`src/design/ssci_pkg.sv`:
```
// ----------------------------------------------------------------------------
// ssci_pkg
// Shared constants, types and width helpers for the swept-sphere interval unit.
// ----------------------------------------------------------------------------
package ssci_pkg;

    localparam int COORD_WIDTH_DEF = 32;
    localparam int FRAC_BITS_DEF   = 16;
    localparam int CFG_WIDTH       = 31;
    localparam int CFG_IDX_W       = 1;
    localparam int MUL_CHUNK       = 32;
    localparam int MUL_LAT         = 5;
    localparam int QUEUE_DEPTH     = 4;

    localparam logic [CFG_WIDTH-1:0] CFG_RESET = 31'd65536;

    typedef enum logic [CFG_IDX_W-1:0] {
        REG_CONTACT_DISTANCE = 1'b0,
        REG_HORIZON_TIME     = 1'b1
    } ssci_reg_t;

    // outcome of the front classification; neither bit set means solve the roots
    typedef struct packed {
        logic no_hit;
        logic unbounded;
    } ssci_class_t;

    // width of the dot-product sums a, h, p
    function automatic int sum_width(int cw);
        return 2 * cw + 4;
    endfunction

    // width of c = p - d*d
    function automatic int c_width(int cw);
        int ws;
        ws = sum_width(cw);
        return ((ws > 2 * CFG_WIDTH + 1) ? ws : 2 * CFG_WIDTH + 1) + 1;
    endfunction

    // width of the quarter discriminant h*h - a*c
    function automatic int disc_width(int cw);
        return 2 * c_width(cw);
    endfunction

endpackage

```
`src/design/ssci_queue.sv`:
```
// ----------------------------------------------------------------------------
// ssci_queue
// Short FIFO between the classifying front and the solving back.
// ----------------------------------------------------------------------------
module ssci_queue
    import ssci_pkg::*;
#(
    parameter int W     = 8,
    parameter int DEPTH = QUEUE_DEPTH
) (
    input  logic         clk,
    input  logic         rst_n,
    input  logic         push,
    input  logic [W-1:0] wdata,
    input  logic         pop,
    output logic [W-1:0] rdata,
    output logic         full,
    output logic         empty
);

    localparam int PW = $clog2(DEPTH);
    localparam int NW = $clog2(DEPTH + 1);

    logic [W-1:0]  mem [DEPTH];
    logic [PW-1:0] wr_reg;
    logic [PW-1:0] rd_reg;
    logic [NW-1:0] count_reg;
    logic [PW-1:0] wr_next;
    logic [PW-1:0] rd_next;

    assign wr_next = (wr_reg == PW'(DEPTH - 1)) ? '0 : wr_reg + 1'b1;
    assign rd_next = (rd_reg == PW'(DEPTH - 1)) ? '0 : rd_reg + 1'b1;
    assign full    = count_reg == NW'(DEPTH);
    assign empty   = count_reg == '0;
    assign rdata   = mem[rd_reg];

    always_ff @(posedge clk)
    begin
        if (push)
        begin
            mem[wr_reg] <= wdata;
        end
    end

    always_ff @(posedge clk or negedge rst_n)
    begin
        if (!rst_n)
        begin
            wr_reg    <= '0;
            rd_reg    <= '0;
            count_reg <= '0;
        end
        else
        begin
            if (push)
            begin
                wr_reg <= wr_next;
            end
            if (pop)
            begin
                rd_reg <= rd_next;
            end
            if (push && !pop)
            begin
                count_reg <= count_reg + 1'b1;
            end
            else if (pop && !push)
            begin
                count_reg <= count_reg - 1'b1;
            end
        end
    end

    a_no_overflow: assert property (@(posedge clk) disable iff (!rst_n) push |-> !full)
        else $error("queue written while full");
    a_no_underflow: assert property (@(posedge clk) disable iff (!rst_n) pop |-> !empty)
        else $error("queue read while empty");
    a_count_range: assert property (@(posedge clk) disable iff (!rst_n)
        count_reg <= NW'(DEPTH))
        else $error("queue count out of range");
    a_push_lands: assert property (@(posedge clk) disable iff (!rst_n)
        (push && !pop) |=> !empty)
        else $error("pushed beat lost");

endmodule

```
`config.mk`:
```
export PLATFORM = sky130hd
export DESIGN_NAME = ssci_queue
export DESIGN_NICKNAME = d
export VERILOG_FILES = /design/src/design/ssci_pkg.sv /design/src/design/ssci_queue.sv
export SDC_FILE = /design/constraint.sdc
export NUM_CORES = 1
export LEC_CHECK = 0
export BUFFER_PORTS_ARGS = -buffer_cell sky130_fd_sc_hd__buf_2
export CAP_MARGIN = 20
export CORE_ASPECT_RATIO = 0.75
export CORE_UTILIZATION = 59
export DETAILED_ROUTE_END_ITERATION = 10
export HOLD_SLACK_MARGIN = 0.03
export PLACE_DENSITY = 0.87
export SKIP_CTS_REPAIR_TIMING = 1
export SKIP_LAST_GASP = 1
export SYNTH_ARGS = -nofsm -noshare
export SYNTH_HDL_FRONTEND = slang
export SYNTH_SLANG_ARGS = --single-unit
```
`constraint.sdc`:
```
create_clock -name clk -period 2.36 [get_ports clk]
set_input_delay 0.472 -clock clk [delete_from_list [all_inputs] [get_ports clk]]
set_output_delay 0.472 -clock clk [all_outputs]
set_load 0.05 [all_outputs]
```
* Word-level counts from Yosys, hierarchy flattened
Memory sizes are Yosys's and may differ from the RTL's.
Index checks and enable logic that the tools add are counted.
** Storage, ports and cells
- Memory bits (writable) :: 32
- Memories :: 1
- Register bits after elaboration :: 7
- Input bits :: 12
- Logic and storage cells :: 23
- Output and inout bits :: 10
** Memories
- mem :: depth 4, bits a word 8, rd ports 1, clocked after memory_dff 0, wr ports 1, line ssci_queue.sv:24 : logic [W-1:0] mem [DEPTH];
** Operators by class
- Add/sub/neg operators :: 4
- Mux-type cells :: 6
- Eq/ne operators :: 3
- Reductions and logical operators :: 6
** Operators with widths (number)
- 2-to-1 mux 3 bit :: 2
- adder 2 x 1 -> 2 bit, second input constant :: 2
- equality test 2 bit, second input constant :: 2
- 2-to-1 mux 2 bit :: 2
- adder 3 x 1 -> 3 bit, second input constant :: 1
- equality test 3 bit, second input constant :: 1
- zero test 3 bit :: 1
- subtractor 3 x 1 -> 3 bit, second input constant :: 1
- logical AND 1 bit :: 2
- zero test 1 bit :: 2
- 2-to-1 mux 1 bit :: 2
- nonzero test 2 bit :: 1

* Depth between registers and ports, before layout
Gate-level depths: netlist of run 1.
- Depth after elaboration :: 4
- Depth in mapped cells :: 7
- Mapped depth without buffers :: 7

* Worst setup path before layout of run 1
No wires, ideal clock.
- Path type :: register to output
- From :: reg count_reg[0]
- To :: out full
- Required time :: 1.888 ns
- Cell stages (with the launch flop) :: 2
- Slack :: 0.289 ns
- Arrival :: 1.599 ns
- Path through :: dfrtp_1 nor3b_1
** On the way
- Word-level cells in the longest chain between the ends :: 1
** Ends and longest elaborated chain
- from (decl) :: line ssci_queue.sv:27 : logic [NW-1:0] count_reg;
- from (signal assigned) :: line ssci_queue.sv:65 : count_reg <= count_reg + 1'b1;
- from (signal assigned) :: line ssci_queue.sv:69 : count_reg <= count_reg - 1'b1;
- equality test 3 bit :: line ssci_queue.sv:33 : assign full = count_reg == NW'(DEPTH);
- to (decl) :: line ssci_queue.sv:17 : output logic full,
Every way passes these cells.

* Worst setup path in the final report of run 1
- From :: reg rd_reg[0]
- To :: out rdata[7]
** On the way
- Word-level cells in the longest chain between the ends :: 1
** Ends and longest elaborated chain
- from (decl) :: line ssci_queue.sv:26 : logic [PW-1:0] rd_reg;
- from (signal assigned) :: line ssci_queue.sv:61 : rd_reg <= rd_next;
- memory read (4 x 8 bit)
- to (decl) :: line ssci_queue.sv:16 : output logic [W-1:0] rdata,
Every way passes these cells.

==> impl_metrics.env, run 1 <==
export IMPL_status="finished, final reports clean"
export IMPL_crit_family="flip-flops"
export IMPL_numCtsBuffers=5
export IMPL_drc=0
export IMPL_rows=15
export IMPL_slowest_stage="dfrtp_2"
export IMPL_cp_required_ns=1.89
export IMPL_synth_top_cells_by_count="32 x edfxtp_1, 8 x mux4_2, 7 x dfrtp_1"
export IMPL_worst_pin_slew_ns=0.4843
export IMPL_avgRoutedWirePerCell_um=17.43
export IMPL_clk_pin_slew_ns=0.10
export IMPL_yosys_area_share_simple_pct=3.426
export IMPL_postRouteAntennaNets=0
export IMPL_ys_async_sr_fraction_pct=17.95
export IMPL_synth_ff_type="edfxtp_1"
export IMPL_synth_edf_count=32
export IMPL_finalHoldViolCount=0
export IMPL_setup_viol=0
export IMPL_synth_seq_cells=39
export IMPL_synth_top_cell_area_share_pct=61.20
export IMPL_multiInputGateArea_um2=399.1
export IMPL_drive_gt1_share_pct=37.38
export IMPL_track_usage_pct=21.56
export IMPL_synth_distinct_cells=18
export IMPL_pwr_share_comb_pct=38.4
export IMPL_cp_num_buf_inv=1
export IMPL_fin_util_pct=73.91
export IMPL_die_h_um=46.68
export IMPL_cp_max_fo=11
export IMPL_synth_top_family_by_area="multiplexers"
export IMPL_diodes=0
export IMPL_cts_tree="done"
export IMPL_yosys_area_top_type="edfxtp_1"
export IMPL_grt_max_degree=13
export IMPL_first_pass_iters=4
export IMPL_clock_fmax_mhz=457.5
export IMPL_synthTopCellsByArea="edfxtp_1 61%, mux4_2 11%, dfrtp_1 11%"
export IMPL_synthMuxAreaShare_pct=13.63
export IMPL_clockBufferDepth=2
export IMPL_slew_violations=0
export IMPL_path_cells="mux4_2 -> buf_2"
export IMPL_yosysMostFrequentCell="edfxtp_1"
export IMPL_ys_warnings_count=0
export IMPL_max_slew_margin_pct=67.71
export IMPL_nets=125
export IMPL_finClkSkew_ns=0.004863
export IMPL_portBuffers=21
export IMPL_drtIter0Drc=22
export IMPL_finalCritPeriodShare_pct=92.61
export IMPL_vdd_drop_max_mv=0.9144
export IMPL_syn_area_per_cell_um2=19.88
export IMPL_syn_area_um2=1570
export IMPL_fin_crit_ns=2.186
export IMPL_syn_nets=98
export IMPL_vias_per_cell=5.454
export IMPL_synth_compound_area_share_pct=0.6375
export IMPL_worstSetupPathType="reg -> out"
export IMPL_synthCells=79
export IMPL_p_switching_w=0.0009209
export IMPL_power_w=0.002278
export IMPL_antenna_found_initial=0
export IMPL_dpl_hpwl_mm=1.716
export IMPL_io_pins=22
export IMPL_ys_seq_area_share_pct=72.35
export IMPL_routed_wl_mm=2.457
export IMPL_regArea_um2=1137
export IMPL_grt_ovfl_total=0
export IMPL_die_w_um=61.57
export IMPL_worstSkewPairLatency_ns=0.34
export IMPL_netSwitchingFraction_pct=40.43
export IMPL_fp_dieArea_um2=2874
export IMPL_p_int_w=0.001357
export IMPL_core_area_um2=2402
export IMPL_arrival_ns=1.71
export IMPL_holdCritPathClass="in -> reg"
export IMPL_synth_xor_area_share_pct=1.673
export IMPL_start_util_pct=65.36
export IMPL_largest_reg_flops=32
export IMPL_cpPeakStageDelay_ns=0.58
export IMPL_power_density_nw_per_um2=1283
export IMPL_grt_pass1_wl_mm=3.795
export IMPL_rsz0062_at_grt="false"
export IMPL_p_leak_nw=0.6678
export IMPL_end_kind="primary output"
export IMPL_p_seq_share_pct=46.2
export IMPL_cts_num_sinks=39
export IMPL_vias=769
export IMPL_tns_ns=0
export IMPL_synth_fa_ha_area_share_pct=6.056
export IMPL_h_tree_depth=2
export IMPL_cts_root_buf="clkbuf_4"
export IMPL_place_congestion=0.6681
export IMPL_clkPwrFrac_pct=15.4
export IMPL_nFillCells=161
export IMPL_max_cap_violations=0
export IMPL_crit_path_start_kind="register"
export IMPL_area_growth_pct=13.07
export IMPL_hold_ws_ns=0.3394
export IMPL_grt_pass1_vias=768
-- cells in the final DEF, fill, tap and decap left out, drive strengths merged --
master / n
nand3: 1
clkbuf: 6
and2: 4
ha: 6
xor2: 2
dlygate4sd3: 1
dfrtp: 7
o21ai: 2
clkinv: 1
nand2: 1
buf: 21
mux4: 8
nor3b: 1
mux2: 3
inv: 5
xnor2: 1
nor2: 2
fa: 1
edfxtp: 32
nor3: 1
clkinvlp: 1
-- metal layers --
metal / vias up / share of wire (%) / GRT usage [%] / wire length (um)
met1: 385 / 42 / 25.05 / 1036
met2: 25 / 52 / 35.91 / 1268
met4: 0 / 1.4 / 8.000 / 35
met3: 5 / 4.7 / 9.270 / 116
li1: 354 / - / - / -
met5: - / 0 / 0 / 0
-- logic make-up (layout without fill, tap and decap cells) --
group,count (synthesis),in the layout
AOI/OAI and AO/OA,2,2
xor gates and xnor gates,3,3
adders and majority gates,7,7
buffers and inverters,7,35
DFF,39,39
muxes,11,11
and+or+nand+nor,10,10
-- metrics by stage --
step | worst slack (ns) | area (um^2) | instances
4_1_cts | -0.05794 | 1764 | 140
3_5_place_dp | 0.3298 | 1702 | 132
3_3_place_gp | 0.3687 | 1702 | 132
5_1_grt | 0.08026 | 1775 | 141
6_report | 0.1744 | 1775 | 141
2_1_floorplan | 0.2888 | 1570 | 79
-- path summary, 6_finish.rpt --
kind,startpoint,end,slack [ns],depth (start not counted)
max in group asynchronous,rst_n,rd_reg[0]$_DFFE_PN0P_,1.70,2
worst min register to register,count_reg[2]$_DFFE_PN0P_,count_reg[2]$_DFFE_PN0P_,0.50,1
worst max-delay path,rd_reg[0]$_DFFE_PN0P_,rdata[7],0.17,2
worst max register to register,count_reg[0]$_DFFE_PN0P_,count_reg[2]$_DFFE_PN0P_,0.92,4
min in group asynchronous,rst_n,count_reg[2]$_DFFE_PN0P_,0.48,2
worst min-delay path,wdata[7],mem[2][7]$_DFFE_PP_,0.34,1
-- power groups by stage --
| stage | clock network, W | registers, W | logic (W) |
|---|---|---|---|
| floorplan | 0 | 0.000975 | 0.000790 |
| global placement | 0 | 0.00106 | 0.000844 |
| detailed placement | 0 | 0.00107 | 0.000880 |
| CTS | 0.000358 | 0.00106 | 0.000883 |
| global route | 0.000379 | 0.00108 | 0.000953 |
| finish | 0.000350 | 0.00105 | 0.000875 |
-- area by class of cell --
| class | count | share of cell area (%) |
|---|---|---|
| Clock buffer | 6 | 2.889 |
| Clock inverter | 2 | 0.6343 |
| Inverter | 5 | 1.057 |
| Multi-Input combinational cell | 33 | 22.48 |
| Sequential cell | 39 | 64.06 |
| Tap cell | 34 | 2.396 |
| Timing Repair Buffer | 22 | 6.483 |
Note: power is estimated with default switching activity, not from simulation.
==> run 2: changes to the inputs <==
--- a/config.mk
+++ b/config.mk
@@ -8,10 +8,12 @@
 export BUFFER_PORTS_ARGS = -buffer_cell sky130_fd_sc_hd__buf_2
 export CAP_MARGIN = 20
 export CORE_ASPECT_RATIO = 0.75
+export CORE_MARGIN = 10
 export CORE_UTILIZATION = 59
 export DETAILED_ROUTE_END_ITERATION = 10
 export HOLD_SLACK_MARGIN = 0.03
-export PLACE_DENSITY = 0.87
+export PLACE_DENSITY = 0.85
+export RECOVER_POWER = 25
 export SKIP_CTS_REPAIR_TIMING = 1
 export SKIP_LAST_GASP = 1
 export SYNTH_ARGS = -nofsm -noshare
==> run 2 against run 1 <==
  * Routed wire length grew 0.69%
  * Critical endpoint is now rdata[6]
  * Cell count up 1.4%
  * Clock skew up 0.0032 ns
  * Worst setup slack improved by 0.032 ns
  * Count of clock-buffer cells in the layout grew 1
  * First-iteration DRC count grew 82%
  * Combinational power about the same
  * Non-clock buffer count did not move
  * Via count fell by 2.2%
  * Hold slack better by 0.0052 ns
  * Maximum frequency up 1.5%
==> impl_metrics.env, run 2 (synthesized netlist as in run 1, its figures left out) <==
export IMPL_grt_ovfl_total=0
export IMPL_largest_reg_flops=32
export IMPL_rsz0062_at_grt="false"
export IMPL_clk_pin_slew_ns=0.10
export IMPL_cts_num_sinks=39
export IMPL_routed_wl_mm=2.474
export IMPL_worst_pin_slew_ns=0.4428
export IMPL_slew_violations=0
export IMPL_rr_startpoint="wr_reg[0]$_DFFE_PN0P_"
export IMPL_rows=16
export IMPL_place_congestion=0.7343
export IMPL_holdCritPathClass="in -> reg"
export IMPL_drtIter0Drc=40
export IMPL_h_tree_depth=2
export IMPL_fin_util_pct=68.36
export IMPL_final_common_cell="edfxtp_1"
export IMPL_cp_required_ns=1.89
export IMPL_setup_viol=0
export IMPL_die_h_um=64.68
export IMPL_worstSetupPathType="reg -> out"
export IMPL_cp_max_fo=11
export IMPL_vias_per_cell=5.259
export IMPL_max_slew_margin_pct=70.48
export IMPL_arrival_ns=1.68
export IMPL_numCtsBuffers=5
export IMPL_nets=125
export IMPL_start_util_pct=60.80
export IMPL_avgRoutedWirePerCell_um=17.30
export IMPL_p_leak_nw=0.6495
export IMPL_track_usage_pct=10.76
export IMPL_cts_tree="done"
export IMPL_area_growth_pct=12.43
export IMPL_dpl_hpwl_mm=1.755
export IMPL_power_density_nw_per_um2=1280
export IMPL_clockBufferDepth=2
export IMPL_core_area_um2=2582
export IMPL_finClkSkew_ns=0.008086
export IMPL_min_from="wdata[7]"
export IMPL_critPathLaunch="rd_reg[0]$_DFFE_PN0P_"
export IMPL_vias=752
export IMPL_cts_root_buf="clkbuf_4"
export IMPL_finalCritPeriodShare_pct=91.24
export IMPL_grt_pass1_wl_mm=4.064
export IMPL_crit_path_start_kind="register"
export IMPL_finalHoldViolCount=0
export IMPL_vdd_drop_max_mv=0.6785
export IMPL_die_w_um=79.57
export IMPL_final_cell_mix="32 x edfxtp_1, 14 x buf_2, 8 x mux4_2, 8 x clkbuf_1"
export IMPL_io_pins=22
export IMPL_first_pass_iters=4
export IMPL_worstSkewPairLatency_ns=0.34
export IMPL_drive_gt1_share_pct=29.91
export IMPL_antenna_found_initial=0
export IMPL_min_path_cells=1
export IMPL_diodes=0
export IMPL_nFillCells=176
export IMPL_max_cap_violations=0
export IMPL_end_kind="primary output"
export IMPL_drc=0
export IMPL_hold_ws_ns=0.3447
export IMPL_portBuffers=21
export IMPL_postRouteAntennaNets=0
export IMPL_tns_ns=0
export IMPL_grt_pass1_vias=796
export IMPL_clock_fmax_mhz=464.4
export IMPL_fp_dieArea_um2=5147
export IMPL_grt_max_degree=12
export IMPL_ff2ff_path_depth=3
export IMPL_fin_crit_ns=2.153
export IMPL_status="finished, final reports clean"
==> run 2: path summary, 6_finish.rpt <==
kind / slack [ns] / to
min reg2reg: 0.51 / count_reg[2]$_DFFE_PN0P_
max: 0.21 / rdata[6]
min in group asynchronous: 0.48 / count_reg[0]$_DFFE_PN0P_
max reg2reg: 0.95 / mem[0][7]$_DFFE_PP_
min: 0.34 / mem[0][7]$_DFFE_PP_
max in group asynchronous: 1.70 / rd_reg[0]$_DFFE_PN0P_
==> run 2: through the flow <==
step	power [W]	cells	cell area [um^2]	worst slack, ns
3_3_place_gp	0.001911	134	1704	0.3743
4_1_cts	0.002301	142	1763	-0.03997
2_1_floorplan	0.001765	79	1570	0.2888
5_1_grt	0.002401	143	1765	0.08036
3_5_place_dp	0.001965	134	1704	0.3484
6_report	0.002260	143	1765	0.2067
==> run 2: area by class of cell <==
type	instances	area, um^2	area share [%]
Timing Repair Buffer	22	106.4	6.024
Clock buffer	7	55.05	3.118
Inverter	5	18.77	1.063
Clock inverter	1	3.754	0.2126
Tap cell	36	45.04	2.551
Multi-Input combinational cell	33	399.1	22.61
Sequential cell	39	1137	64.42
==> run 2: power breakdown <==
group | internal, W | total, W | leakage [nW] | switching, W
registers | 0.000906 | 0.00105 | 0.376 | 0.000145
clock network | 0.000143 | 0.000336 | 0.0329 | 0.000194
logic | 0.000309 | 0.000873 | 0.241 | 0.000563
==> run 2: layer usage <==
layer  vias up  track usage, %  share of wire, %
met5         -               0                 0
met4         0           4.688               1.9
met3         7           5.647               6.2
met2        14           16.43                52
met1       375           12.38                40
li1        356               -                 -
==> run 2: worst max-delay path, cell delays in order (launching register included) <==
cell	delay [ns]
dfrtp_2	0.58
mux4_2	0.54
buf_2	0.22
==> run 3: changes to the inputs <==
--- a/config.mk
+++ b/config.mk
@@ -6,12 +6,12 @@
 export NUM_CORES = 1
 export LEC_CHECK = 0
 export BUFFER_PORTS_ARGS = -buffer_cell sky130_fd_sc_hd__buf_2
-export CAP_MARGIN = 20
 export CORE_ASPECT_RATIO = 0.75
 export CORE_MARGIN = 10
 export CORE_UTILIZATION = 59
 export DETAILED_ROUTE_END_ITERATION = 10
 export HOLD_SLACK_MARGIN = 0.03
+export MAX_ROUTING_LAYER = met4
 export PLACE_DENSITY = 0.85
 export RECOVER_POWER = 25
 export SKIP_CTS_REPAIR_TIMING = 1
==> run 3 against run 2 <==
  * Count of clock-buffer cells in the layout unchanged
  * Core utilization unchanged
  * Critical path depth unchanged
  * Sequential cell count unchanged
  * Clock skew down 0.00092 ns
==> impl_metrics.env, run 3 (synthesized netlist as in run 1, its figures left out) <==
export IMPL_slew_violations=0
export IMPL_grt_ovfl_total=0
export IMPL_power_density_nw_per_um2=1280
export IMPL_diodes=0
export IMPL_vias=753
export IMPL_max_cap_violations=0
export IMPL_cts_tree="done"
export IMPL_worstSetupPathType="reg -> out"
export IMPL_finalHoldViolCount=0
export IMPL_dpl_cell_count=134
export IMPL_final_common_cell="edfxtp_1"
export IMPL_drc=0
export IMPL_clk_pin_slew_ns=0.10
export IMPL_area_growth_pct=12.43
export IMPL_drive_gt1_share_pct=29.91
export IMPL_final_cell_mix="32 x edfxtp_1, 14 x buf_2, 8 x mux4_2, 8 x clkbuf_1"
export IMPL_grt_pass1_wl_mm=4.064
export IMPL_start_util_pct=60.80
export IMPL_nets=125
export IMPL_end_kind="primary output"
export IMPL_fin_crit_ns=2.156
export IMPL_setup_viol=0
export IMPL_antenna_found_initial=0
export IMPL_numCtsBuffers=5
export IMPL_cts_root_buf="clkbuf_4"
export IMPL_crit_path_start_kind="register"
export IMPL_grt_max_degree=12
export IMPL_worst_pin_slew_ns=0.4445
export IMPL_avgRoutedWirePerCell_um=17.37
export IMPL_holdCritPathClass="in -> reg"
export IMPL_h_tree_depth=2
export IMPL_worstSkewPairLatency_ns=0.34
export IMPL_arrival_ns=1.68
export IMPL_core_area_um2=2582
export IMPL_portBuffers=21
export IMPL_finClkSkew_ns=0.007164
export IMPL_drtIter0Drc=42
export IMPL_final_cells=143
export IMPL_routed_wl_mm=2.484
export IMPL_grt_pass1_vias=793
export IMPL_rsz0062_at_grt="false"
export IMPL_cts_num_sinks=39
export IMPL_die_w_um=79.57
export IMPL_tns_ns=0
export IMPL_vias_per_cell=5.266
export IMPL_clockBufferDepth=2
export IMPL_io_pins=22
export IMPL_status="finished, final reports clean"
export IMPL_cp_max_fo=11
export IMPL_rows=16
export IMPL_postRouteAntennaNets=0
export IMPL_place_congestion=0.7431
export IMPL_clock_fmax_mhz=463.8
export IMPL_finalCritPeriodShare_pct=91.35
export IMPL_track_usage_pct=11.08
export IMPL_die_h_um=64.68
export IMPL_p_leak_nw=0.6495
export IMPL_vdd_drop_max_mv=0.6782
export IMPL_dpl_hpwl_mm=1.755
export IMPL_first_pass_iters=4
export IMPL_largest_reg_flops=32
export IMPL_max_slew_margin_pct=70.36
export IMPL_cp_required_ns=1.89
export IMPL_fp_dieArea_um2=5147
run 3: cell counts in the layout (fill, tap and decap cells not counted):
Identical to the previous run, type by type.
run 3: where the power goes:
| group | internal (W) | total (W) | switching, W |
|---|---|---|---|
| Combinational | 0.000309 | 0.000873 | 0.000564 |
| Sequential | 0.000906 | 0.00105 | 0.000145 |
| Clock | 0.000143 | 0.000336 | 0.000193 |
| Total | 0.00136 | 0.00226 | 0.000902 |
run 3: through the flow:
step | util, % | area [um^2] | power, W | setup slack [ns] | hold WS (ns)
final | 68.36 | 1765 | 0.002260 | 0.2041 | 0.3463
after global routing | 68.36 | 1765 | 0.002401 | 0.08036 | 0.3415
after global placement | 65.99 | 1704 | 0.001911 | 0.3743 | 0.3129
after detailed placement | 65.99 | 1704 | 0.001965 | 0.3484 | 0.3176
after CTS | 68.27 | 1763 | 0.002301 | -0.03997 | -0.06070
after floorplan | - | 1570 | 0.001765 | 0.2888 | 0.1764
run 3: routing by layer:
metal	up-vias	part of all wire (%)	GRT usage, %
li1	357	-	-
met2	14	52	16.43
met1	375	40	12.47
met4	0	1.9	4.688
met3	7	5.7	5.510
met5	-	0	-
run 3: critical path, cell delays in order, from the launching register on:
cell and delay, ns:
dfrtp_2 0.58, mux4_2 0.54, buf_2 0.22
run 3: final timing paths:
path                                                from  slack (ns)                       end  depth (start not counted)
worst max-delay path               rd_reg[0]$_DFFE_PN0P_        0.20                  rdata[6]                          2
worst min-delay path                            wdata[7]        0.35       mem[0][7]$_DFFE_PP_                          1
worst max register to register     wr_reg[0]$_DFFE_PN0P_        0.95       mem[0][7]$_DFFE_PP_                          3
worst min register to register  count_reg[2]$_DFFE_PN0P_        0.51  count_reg[2]$_DFFE_PN0P_                          1
max in group asynchronous                          rst_n        1.70     rd_reg[0]$_DFFE_PN0P_                          2
min in group asynchronous                          rst_n        0.48  count_reg[0]$_DFFE_PN0P_                          2
run 3: cell type report:
type	instances	area [um^2]
repair buffers	22	106.4
multi-input cells	33	399.1
well taps	36	45.04
inverters	5	18.77
clock inverters	1	3.754
flip-flops and latches	39	1137
fillers	176	817.0
clock buffers	7	55.05
